$ cat src/sv/ps2sc_pkg.sv
package ps2sc_pkg;

   // Set-1 scancodes with a fixed meaning
   localparam logic [7:0] KeyReleaseBit = 8'h80;
   localparam logic [7:0] KeyLshiftUp   = 8'hAA;
   localparam logic [7:0] KeyRshiftUp   = 8'hB6;
   localparam logic [7:0] KeyCtrlUp     = 8'h9D;
   localparam logic [7:0] KeyBackspace  = 8'h0E;
   localparam logic [7:0] KeyTab        = 8'h0F;
   localparam logic [7:0] KeyEnter      = 8'h1C;
   localparam logic [7:0] KeyCtrl       = 8'h1D;
   localparam logic [7:0] KeyLshift     = 8'h2A;
   localparam logic [7:0] KeyRshift     = 8'h36;
   localparam logic [7:0] KeySpace      = 8'h39;
   localparam logic [7:0] KeyCaps       = 8'h3A;
   localparam logic [7:0] KeyLeft       = 8'h4B;
   localparam logic [7:0] KeyRight      = 8'h4D;

   // ASCII codes given for the fixed keys
   localparam logic [6:0] AsciiBackspace = 7'h08;
   localparam logic [6:0] AsciiTab       = 7'h09;
   localparam logic [6:0] AsciiNewline   = 7'h0A;
   localparam logic [6:0] AsciiSpace     = 7'h20;

   // Configuration register indexes
   localparam logic CsrEnable = 1'b0;
   localparam logic CsrEcho   = 1'b1;

   localparam int RspWidth = 16;

   typedef struct packed {
      logic shift;
      logic ctrl;
      logic caps;
   } flags_type;

   // Result fields, char_code in the lowest bits
   typedef struct packed {
      logic       caps_now;
      logic       ctrl_now;
      logic       shift_now;
      logic       cursor_right;
      logic       cursor_left;
      logic       echo;
      logic       char_valid;
      logic [6:0] char_code;
   } result_type;

   // US layout for make codes 0x02..0x35; everything else has no character
   function automatic logic [6:0] layout(input logic [6:0] code);
      logic [6:0] ch;
      unique case (code)
         7'd2:    ch = 7'h31;
         7'd3:    ch = 7'h32;
         7'd4:    ch = 7'h33;
         7'd5:    ch = 7'h34;
         7'd6:    ch = 7'h35;
         7'd7:    ch = 7'h36;
         7'd8:    ch = 7'h37;
         7'd9:    ch = 7'h38;
         7'd10:   ch = 7'h39;
         7'd11:   ch = 7'h30;
         7'd12:   ch = 7'h2D;
         7'd13:   ch = 7'h3D;
         7'd14:   ch = 7'h08;
         7'd15:   ch = 7'h09;
         7'd16:   ch = 7'h71;
         7'd17:   ch = 7'h77;
         7'd18:   ch = 7'h65;
         7'd19:   ch = 7'h72;
         7'd20:   ch = 7'h74;
         7'd21:   ch = 7'h79;
         7'd22:   ch = 7'h75;
         7'd23:   ch = 7'h69;
         7'd24:   ch = 7'h6F;
         7'd25:   ch = 7'h70;
         7'd26:   ch = 7'h5B;
         7'd27:   ch = 7'h5D;
         7'd28:   ch = 7'h0A;
         7'd30:   ch = 7'h61;
         7'd31:   ch = 7'h73;
         7'd32:   ch = 7'h64;
         7'd33:   ch = 7'h66;
         7'd34:   ch = 7'h67;
         7'd35:   ch = 7'h68;
         7'd36:   ch = 7'h6A;
         7'd37:   ch = 7'h6B;
         7'd38:   ch = 7'h6C;
         7'd39:   ch = 7'h3B;
         7'd40:   ch = 7'h27;
         7'd41:   ch = 7'h60;
         7'd43:   ch = 7'h5C;
         7'd44:   ch = 7'h7A;
         7'd45:   ch = 7'h78;
         7'd46:   ch = 7'h63;
         7'd47:   ch = 7'h76;
         7'd48:   ch = 7'h62;
         7'd49:   ch = 7'h6E;
         7'd50:   ch = 7'h6D;
         7'd51:   ch = 7'h2C;
         7'd52:   ch = 7'h2E;
         7'd53:   ch = 7'h2F;
         default: ch = 7'h00;
      endcase
      return ch;
   endfunction

   // Symbol on the same key with shift held; other characters pass through
   function automatic logic [6:0] shifted_symbol(input logic [6:0] ch);
      logic [6:0] res;
      unique case (ch)
         7'h60:   res = 7'h7E;
         7'h31:   res = 7'h21;
         7'h32:   res = 7'h40;
         7'h33:   res = 7'h23;
         7'h34:   res = 7'h24;
         7'h35:   res = 7'h25;
         7'h36:   res = 7'h5E;
         7'h37:   res = 7'h26;
         7'h38:   res = 7'h2A;
         7'h39:   res = 7'h28;
         7'h30:   res = 7'h29;
         7'h2D:   res = 7'h5F;
         7'h3D:   res = 7'h2B;
         7'h5B:   res = 7'h7B;
         7'h5D:   res = 7'h7D;
         7'h5C:   res = 7'h7C;
         7'h3B:   res = 7'h3A;
         7'h27:   res = 7'h22;
         7'h2C:   res = 7'h3C;
         7'h2E:   res = 7'h3E;
         7'h2F:   res = 7'h3F;
         default: res = ch;
      endcase
      return res;
   endfunction

   function automatic logic is_lower(input logic [6:0] ch);
      return (ch >= 7'h61) && (ch <= 7'h7A);
   endfunction

   function automatic logic [6:0] upper(input logic [6:0] ch);
      return is_lower(ch) ? (ch - 7'd32) : ch;
   endfunction

endpackage

$ cat src/sv/ps2_scancode_to_ascii.sv
// PS/2 set-1 scancode decoder. Each request carries one raw scancode byte and
// gives exactly one response: the ASCII character (char_valid marks it, echo
// adds the echo_enable setting), left/right arrow events and the shift, ctrl
// and caps-lock flags as they stand after that scancode. A request is captured
// in an input register and decoded by a table lookup and case mapping into the
// response register, so one scancode is taken every cycle while responses are
// taken; the only feedback is the three-bit flag register, which is updated
// in the same cycle a scancode moves into the response register. The response
// register decouples the sides, so a request is still accepted while a response
// waits if the input register is empty. The user must make CSR writes (index
// 0 enable, index 1 echo_enable) while no request is in flight; not enforced.
module ps2_scancode_to_ascii (
   input  logic        clock,
   input  logic        reset,
   input  logic        req_tvalid,
   output logic        req_tready,
   input  logic [7:0]  req_tdata,   // [7:0] scancode
   output logic        rsp_tvalid,
   input  logic        rsp_tready,
   output logic [15:0] rsp_tdata,   // [6:0] char_code, [7] char_valid, [8] echo,
                                    // [9] cursor_left, [10] cursor_right,
                                    // [11] shift_now, [12] ctrl_now, [13] caps_now,
                                    // [15:14] zero
   input  logic        csr_we,
   input  logic        csr_index,
   input  logic        csr_wdata
);

   logic                  in_valid_ff, in_valid_in;
   logic [7:0]            in_code_ff, in_code_in;
   logic                  out_valid_ff, out_valid_in;
   ps2sc_pkg::result_type out_data_ff, out_data_in;
   ps2sc_pkg::flags_type  flags_ff, flags_in;
   logic                  enable_ff, enable_in;
   logic                  echo_en_ff, echo_en_in;

   ps2sc_pkg::flags_type  flags_next;
   ps2sc_pkg::result_type result;
   logic                  out_free;
   logic                  advance;
   logic                  req_take;

   // Handshake: the decode stage moves whenever the response register frees up
   assign out_free   = !out_valid_ff || rsp_tready;
   assign advance    = in_valid_ff && out_free;
   assign req_tready = !in_valid_ff || out_free;
   assign req_take   = req_tvalid && req_tready;

   ps2sc_decode u_decode (
      .enable      (enable_ff),
      .echo_enable (echo_en_ff),
      .scancode    (in_code_ff),
      .flags       (flags_ff),
      .flags_next  (flags_next),
      .result      (result)
   );

   // Next-state logic
   always_comb begin
      in_valid_in  = req_take || (in_valid_ff && !out_free);
      in_code_in   = req_take ? req_tdata : in_code_ff;
      out_valid_in = advance || (out_valid_ff && !rsp_tready);
      out_data_in  = advance ? result : out_data_ff;
      flags_in     = advance ? flags_next : flags_ff;
      enable_in    = enable_ff;
      echo_en_in   = echo_en_ff;
      if (csr_we) begin
         unique case (csr_index)
            ps2sc_pkg::CsrEnable: enable_in  = csr_wdata;
            ps2sc_pkg::CsrEcho:   echo_en_in = csr_wdata;
            default:              enable_in  = enable_ff;
         endcase
      end
   end

   // Control and flag registers
   always_ff @(posedge clock) begin
      if (reset) begin
         in_valid_ff  <= 1'b0;
         out_valid_ff <= 1'b0;
         flags_ff     <= '0;
         enable_ff    <= 1'b1;
         echo_en_ff   <= 1'b1;
      end else begin
         in_valid_ff  <= in_valid_in;
         out_valid_ff <= out_valid_in;
         flags_ff     <= flags_in;
         enable_ff    <= enable_in;
         echo_en_ff   <= echo_en_in;
      end
   end

   // Payload registers
   always_ff @(posedge clock) begin
      in_code_ff  <= in_code_in;
      out_data_ff <= out_data_in;
   end

   assign rsp_tvalid = out_valid_ff;
   assign rsp_tdata  = {(ps2sc_pkg::RspWidth - $bits(ps2sc_pkg::result_type))'(0), out_data_ff};

`ifndef ASSERT_OFF
   a_flags_hold: assert property (@(posedge clock) disable iff (reset)
      !advance |=> $stable(flags_ff))
      else $error("flags changed without a decoded scancode");

   a_valid_code: assert property (@(posedge clock) disable iff (reset)
      out_valid_ff |-> (out_data_ff.char_valid == (out_data_ff.char_code != 7'h00)))
      else $error("char_valid disagrees with char_code");

   a_echo_char: assert property (@(posedge clock) disable iff (reset)
      out_valid_ff && out_data_ff.echo |-> out_data_ff.char_valid)
      else $error("echo without a character");

   a_event_excl: assert property (@(posedge clock) disable iff (reset)
      out_valid_ff |-> $onehot0({out_data_ff.cursor_left, out_data_ff.cursor_right,
                                 out_data_ff.char_valid}))
      else $error("cursor event and character in one response");

   a_flags_shown: assert property (@(posedge clock) disable iff (reset)
      advance |=> (out_data_ff.shift_now == flags_ff.shift) &&
                  (out_data_ff.ctrl_now == flags_ff.ctrl) &&
                  (out_data_ff.caps_now == flags_ff.caps))
      else $error("response flags differ from flag register");
`endif

endmodule

$ cat src/sv/ps2sc_decode.sv
module ps2sc_decode (
   input  logic                  enable,
   input  logic                  echo_enable,
   input  logic [7:0]            scancode,
   input  ps2sc_pkg::flags_type  flags,
   output ps2sc_pkg::flags_type  flags_next,
   output ps2sc_pkg::result_type result
);

   logic [6:0] ch;
   logic [6:0] base;
   logic       left;
   logic       right;

   assign base = ps2sc_pkg::layout(scancode[6:0]);

   // Decode one scancode against the current flags
   always_comb begin
      flags_next = flags;
      ch         = 7'h00;
      left       = 1'b0;
      right      = 1'b0;
      if (enable) begin
         if ((scancode & ps2sc_pkg::KeyReleaseBit) != 8'h00) begin
            if (scancode == ps2sc_pkg::KeyLshiftUp || scancode == ps2sc_pkg::KeyRshiftUp) begin
               flags_next.shift = 1'b0;
            end
            if (scancode == ps2sc_pkg::KeyCtrlUp) begin
               flags_next.ctrl = 1'b0;
            end
         end else begin
            unique case (scancode)
               ps2sc_pkg::KeyCaps:      flags_next.caps = ~flags.caps;
               ps2sc_pkg::KeyEnter:     ch = ps2sc_pkg::AsciiNewline;
               ps2sc_pkg::KeyLshift,
               ps2sc_pkg::KeyRshift:    flags_next.shift = 1'b1;
               ps2sc_pkg::KeyCtrl:      flags_next.ctrl = 1'b1;
               ps2sc_pkg::KeyTab:       ch = ps2sc_pkg::AsciiTab;
               ps2sc_pkg::KeyLeft:      left = 1'b1;
               ps2sc_pkg::KeyRight:     right = 1'b1;
               ps2sc_pkg::KeySpace:     ch = ps2sc_pkg::AsciiSpace;
               ps2sc_pkg::KeyBackspace: ch = ps2sc_pkg::AsciiBackspace;
               default: begin
                  // caps with shift gives symbols only, letters stay lower
                  if (flags.caps) begin
                     ch = flags.shift ? ps2sc_pkg::shifted_symbol(base)
                                      : ps2sc_pkg::upper(base);
                  end else if (flags.shift) begin
                     ch = ps2sc_pkg::is_lower(base) ? ps2sc_pkg::upper(base)
                                                    : ps2sc_pkg::shifted_symbol(base);
                  end else begin
                     ch = base;
                  end
               end
            endcase
         end
      end
   end

   // Pack the result
   always_comb begin
      result.char_code    = ch;
      result.char_valid   = (ch != 7'h00);
      result.echo         = (ch != 7'h00) && echo_enable;
      result.cursor_left  = left;
      result.cursor_right = right;
      result.shift_now    = flags_next.shift;
      result.ctrl_now     = flags_next.ctrl;
      result.caps_now     = flags_next.caps;
   end

endmodule

$ cat config.mk
export PLATFORM = sky130hd
export DESIGN_NAME = ps2_scancode_to_ascii
export DESIGN_NICKNAME = d
export VERILOG_FILES = /design/src/sv/ps2sc_pkg.sv /design/src/sv/ps2_scancode_to_ascii.sv /design/src/sv/ps2sc_decode.sv
export SDC_FILE = /design/constraint.sdc
export NUM_CORES = 1
export LEC_CHECK = 0
export BUFFER_PORTS_ARGS = -buffer_cell sky130_fd_sc_hd__buf_4
export CAP_MARGIN = 15
export CORE_MARGIN = 4
export CORE_UTILIZATION = 60
export DETAILED_ROUTE_END_ITERATION = 8
export PLACE_DENSITY = 0.81
export SETUP_SLACK_MARGIN = 0.1
export SYNTH_ARGS = -nofsm -noshare
export SYNTH_HDL_FRONTEND = slang
export SYNTH_SLANG_ARGS = --single-unit
$ cat constraint.sdc
create_clock -name clock -period 3.5 [get_ports clock]
set_input_delay 0.7 -clock clock [delete_from_list [all_inputs] [get_ports clock]]
set_output_delay 0.7 -clock clock [all_outputs]
set_load 0.01 [all_outputs]
Yosys cells after proc, flatten, opt, wreduce, memory -nomap -nowiden
Memories as Yosys holds them, arrays and structs flattened. A register that Yosys moved wholly into a read port is not among the register bits.
Cells that the tools add are included.
{"block": "totals", "ff_bits": 29, "rom_bits": 448, "inputBits": 15, "out_inout_bits": 18, "elab_cells": 99, "n_memories": 1}
{"block": "classes", "add_sub_neg": 1, "n_lt_le_gt_ge": 2, "n_eq_ne": 34, "mux": 21, "bitwise_logic": 3, "n_reduce_logical": 21}
{"memory": "(no name shown)", "depth": 64, "width": 7, "read_ports": 1, "rd_ports_with_merged_regs": 1, "wr": 0, "line": "ps2sc_pkg.sv:52", "source": "unique case (code)"}
{"operator": "case mux 7 bit (21 select lines)", "count": 1}
{"operator": "equality test 7 x 6 -> 1 bit (second input constant)", "count": 17}
{"operator": "2-to-1 mux 7 bit", "count": 8}
{"operator": "case mux 7 bit (5 select lines)", "count": 1}
{"operator": "equality test 8 x 6 -> 1 bit (second input constant)", "count": 4}
{"operator": "equality test 7 bit (second input constant)", "count": 4}
{"operator": "equality test 8 bit (second input constant)", "count": 3}
{"operator": "equality test 8 x 4 -> 1 bit (second input constant)", "count": 2}
{"operator": "equality test 8 x 5 -> 1 bit (second input constant)", "count": 2}
{"operator": "equality test 8 x 7 -> 1 bit (second input constant)", "count": 2}
{"operator": "2-to-1 mux 1 bit", "count": 8}
{"operator": "greater-or-equal comparator 7 bit (second input constant)", "count": 1}
{"operator": "less-or-equal comparator 7 bit (second input constant)", "count": 1}
{"operator": "nonzero test 7 bit", "count": 1}
{"operator": "subtractor 7 x 6 -> 7 bit (second input constant)", "count": 1}
{"operator": "logical AND 1 bit", "count": 6}
{"operator": "2-to-1 mux 6 bit", "count": 1}
{"operator": "OR reduction 6 bit", "count": 1}
{"operator": "logical OR 1 bit", "count": 5}
{"operator": "zero test 1 bit", "count": 4}
{"operator": "AND reduction 2 bit", "count": 2}
{"operator": "OR reduction 2 bit", "count": 2}
{"operator": "2-to-1 mux 3 bit", "count": 1}
{"operator": "NOT 1 bit", "count": 3}
{"operator": "2-to-1 mux 2 bit", "count": 1}

Depth between registers and ports, before layout
{"block": "logic_depth", "word_depth": 11, "ltp_mapped": 11, "ltp_nobuf": 11}

By module
Synthesis repeated with hierarchy kept, for this count alone.
{"block": "unflattened", "hier_cells": 345, "area_unflattened_um2": 2986.6}
{"mod": "ps2sc_decode", "n_inst": 1, "cells_each": 289, "area_each_um2": 1995.7, "seq_area_each_um2": 0.0}
{"mod": "ps2_scancode_to_ascii", "n_inst": 1, "cells_each": 56, "area_each_um2": 991.0, "seq_area_each_um2": 800.8}

Worst setup path after synthesis
Ideal clock, no wire load.
{"block": "synth_timing", "path_kind": "input to register", "startpoint": "input port rsp_tready", "endpoint": "register with a tool-made name", "setup_ns": 0.074, "arrival_ns": 3.084, "t_required_ns": 3.426, "slack_ns": 0.342, "path_stages": 10, "n_path_buf": 0, "cell_sequence": "nand3b_1 > nand2_1 > inv_1 > a21oi_2 > inv_1 > ha_1 > mux4_2 > nor2_1 > a31oi_1 > o21ai_0"}
{"element": "start, declared", "line": "ps2_scancode_to_ascii.sv:19", "source": "input logic rsp_tready,"}

==> key figures <==
Clock network
  – TritonCTS clock tree: yes
  – Clock Pin Slew Worst Setup and Hold Paths: 0.07 ns
  – Skew-Pair Late Insertion Delay: 0.29 ns
  – H-tree Lvls: 2
  – CTS Hold Buffers Added: 0
  – Num CTS Buffers: 5
  – Worst-case clock buffer depth: 2
  – Clock sink total: 36
  – Post-CTS Setup Repair Bufs: 0
  – Root Driver: clkbuf_8
  – CTS resizes: 0

Synth
  – Post-synth EDFFs: 22
  – Gate Count Post-Synth: 349
  – Mapped Area: 3034 um2
  – Cell variety after synth: 83
  – Yosys warns: 0
  – Async S/R FF share, synth: 0
  – Seq cells post-synth: 36
  – Sequential-to-total area share from yosys stat: 0.3101
  – Synth Area per Inst: 8.694 um2
  – Main synth FF type: edfxtp_1

Setup path
  – R2R Path End: rsp_tdata[8]
  – Family with the most delay on the worst path: simple AND/OR/NAND/NOR gates
  – Setup crit end kind: register
  – Max stage delay on crit path: 0.65 ns
  – Worst EP required: 3.53 ns
  – R2r startpoint: in_code_ff[6]
  – Setup CP Type: reg -> reg
  – Flop2flop setup slack: 0.39 ns
  – Crit Path Max Fanout: 20
  – CP Launch Type: register
  – Critical path arrival: 3.14 ns
  – Slowest-stage cell, CP: edfxtp_1
  – Worst Reg2Reg Path Length in Cells: 7
  – Buffer and inverter count on the worst path: 0
  – Worst-path cell chain: nand4bb_1, or4_1, o31a_2, and2_2, o41ai_2, o2111a_1, a31oi_1

Layout
  – Nets@finish: 396
  – Layout cells sized above 1: 0.2049
  – Most common cell after layout, fill and taps aside: buf_4
  – Most frequent cells in the layout: buf_4 (36), a21oi_1 (34), nand2_1 (33)
  – Fillers: 413
  – Layout area overhead: 10.23%
  – # diodes: 0

Timing
  – Clock skew: 0.009713 ns
  – Slew Limit Fails: 0
  – Fin. Hold Viols: 0
  – Clock period minus worst slack: 3.114 ns
  – Final setup vio count: 0
  – Slew margin rel.: 0.5644
  – FMAX: 321.1 MHz
  – Setup TNS: 0 ns
  – Final period util: 0.8898
  – Worst-margin pin slew: 0.6353 ns
  – RSZ-0062 raised after global routing: no
  – Min Hold Slack: 0.4945 ns

Global route
  – GRT Util Overall: 0.2495
  – Largest net degree at the start of global routing: 21
  – Number of global-route vias before repair: 2579
  – Remaining Overflow, GRT: 0
  – Global-route wire length before repair: 12630 um
  – Initial antenna violation count: 0

Floorplan
  – Die area: 6258 um2
  – Die Span X: 79.11 um
  – Core area: 4817 um2
  – Die Ht: 79.11 um
  – Std-Cell Rows: 25
  – # IOs: 33
  – Starting Density: 0.6299

Status
  – Status: complete, no violations

Power and ir drop
  – Power Dens Cells: 382.1 nW/um2
  – Leakage: 1.301 nW
  – Peak VDD IR: 0.2847 mV

Place
  – Placer Congestion: 0.9764
  – IO Port Bufs: 30
  – Final HPWL DP: 5443 um

Detailed routing
  – Post-route antenna net violation count: 0
  – Drt pass-1 iters: 8
  – Total Wirelength: 7536 um
  – Drt initial violations: 232
  – Drc violations: 0
  – Wire per inst: 17.21 um
  – Vias: 2807
  – Vias per cell: 6.409

Flow run
  – Max-cap violations: 0

Hold path
  – Worst Hold End: rsp_tvalid
  – Worst hold path type: reg -> reg
  – Worst hold start: in_valid_ff
  – Hold Path Stages: 2
## tightest hold or removal path, cell delays in order (launching register included)
cell and delay, ns:
dfxtp_1 0.33, inv_1 0.06, a21oi_1 0.06
## worst max-delay path by stage
stage,cells after the start,to,startpoint
finish,7,rsp_tdata[8],in_code_ff[6]
global route,7,rsp_tdata[8],in_code_ff[6]
CTS,7,rsp_tdata[8],in_code_ff[6]
detailed placement,11,register,rsp_tready
global placement,11,register,rsp_tready
floorplan,10,register,rsp_tready
## report_power, final
group	leakage, nW	internal, mW	switching, mW	total [mW]
Sequential	0.327	0.486	0.0758	0.562
Clock	0.0552	0.212	0.154	0.365
Combinational	0.919	0.158	0.193	0.351
Total	1.30	0.856	0.422	1.28
## kinds of logic (layout without fill, tap and decap cells)
family,after synthesis,count (layout),synth area share
fa+ha+maj,11,11,0.04536
compound gates,104,104,0.2412
mux,10,10,0.04000
other cells,1,2,0.001236
buf+inv,41,62,0.07340
xor+xnor,4,4,0.01155
flops,36,36,0.3101
simple gates,142,142,0.2771
## stage by stage
step | setup slack [ns] | area (um2) | total power [mW] | std cells | util
after global placement | 0.4554 | 3237 | 0.9058 | 430 | 0.6719
after detailed placement | 0.3329 | 3237 | 0.9124 | 430 | 0.6719
after floorplan | 0.3419 | 3038 | 0.8312 | 350 | -
final | 0.3855 | 3344 | 1.278 | 438 | 0.6943
after global routing | 0.2409 | 3344 | 1.347 | 438 | 0.6943
after CTS | 0.4488 | 3344 | 1.271 | 438 | 0.6943
## synth_stat cells, types with 2 or more instances
cell	n	area, um2
a2111oi_0	2	17.52
a211o_1	3	26.28
a21o_2	2	17.52
a21oi_1	34	170.2
a311o_1	2	20.02
a31o_2	3	26.28
a31oi_1	7	43.79
a32oi_1	4	35.03
and2_1	3	18.77
and2_2	2	15.01
and3b_1	2	17.52
and4bb_2	2	25.02
buf_2	4	20.02
buf_4	2	15.01
buf_6	2	22.52
clkbuf_1	10	37.54
clkbuf_8	4	55.05
dfxtp_1	14	280.3
edfxtp_1	22	660.6
ha_1	11	137.6
inv_1	18	67.56
mux2_2	3	33.78
mux2i_1	5	50.05
nand2_1	33	123.9
nand2b_1	10	62.56
nand3_1	12	60.06
nand4bb_1	2	22.52
nor2_1	28	105.1
nor2b_1	5	31.28
nor3_1	11	55.05
nor3b_1	4	30.03
nor4b_1	4	35.03
nor4bb_1	3	30.03
o2111a_1	2	22.52
o211ai_1	2	15.01
o21ai_0	15	75.07
o21ai_1	2	10.01
o221ai_1	3	26.28
o31ai_1	2	15.01
or2_2	2	12.51
or2b_2	2	17.52
or4bb_1	2	22.52
xnor2_1	4	35.03
## metal layers
layer	global-route usage	routed length, um	vias to the layer above
li1	-	-	1342
met1	0.3415	3249	1304
met2	0.4040	3564	143
met3	0.04082	555	18
met4	0.07732	165	0
met5	0	0	-
## final cells by class
cell class	count	area, um2	share of cell area
Clock buffer	6	72.57	0.02170
Clock inverter	2	35.03	0.01048
Inverter	18	67.56	0.02020
Multi-Input combinational cell	273	1874	0.5604
Sequential cell	36	940.9	0.2813
Tap cell	67	83.83	0.02507
Timing Repair Buffer	36	270.3	0.08081
(Power assumes the default switching activity.)
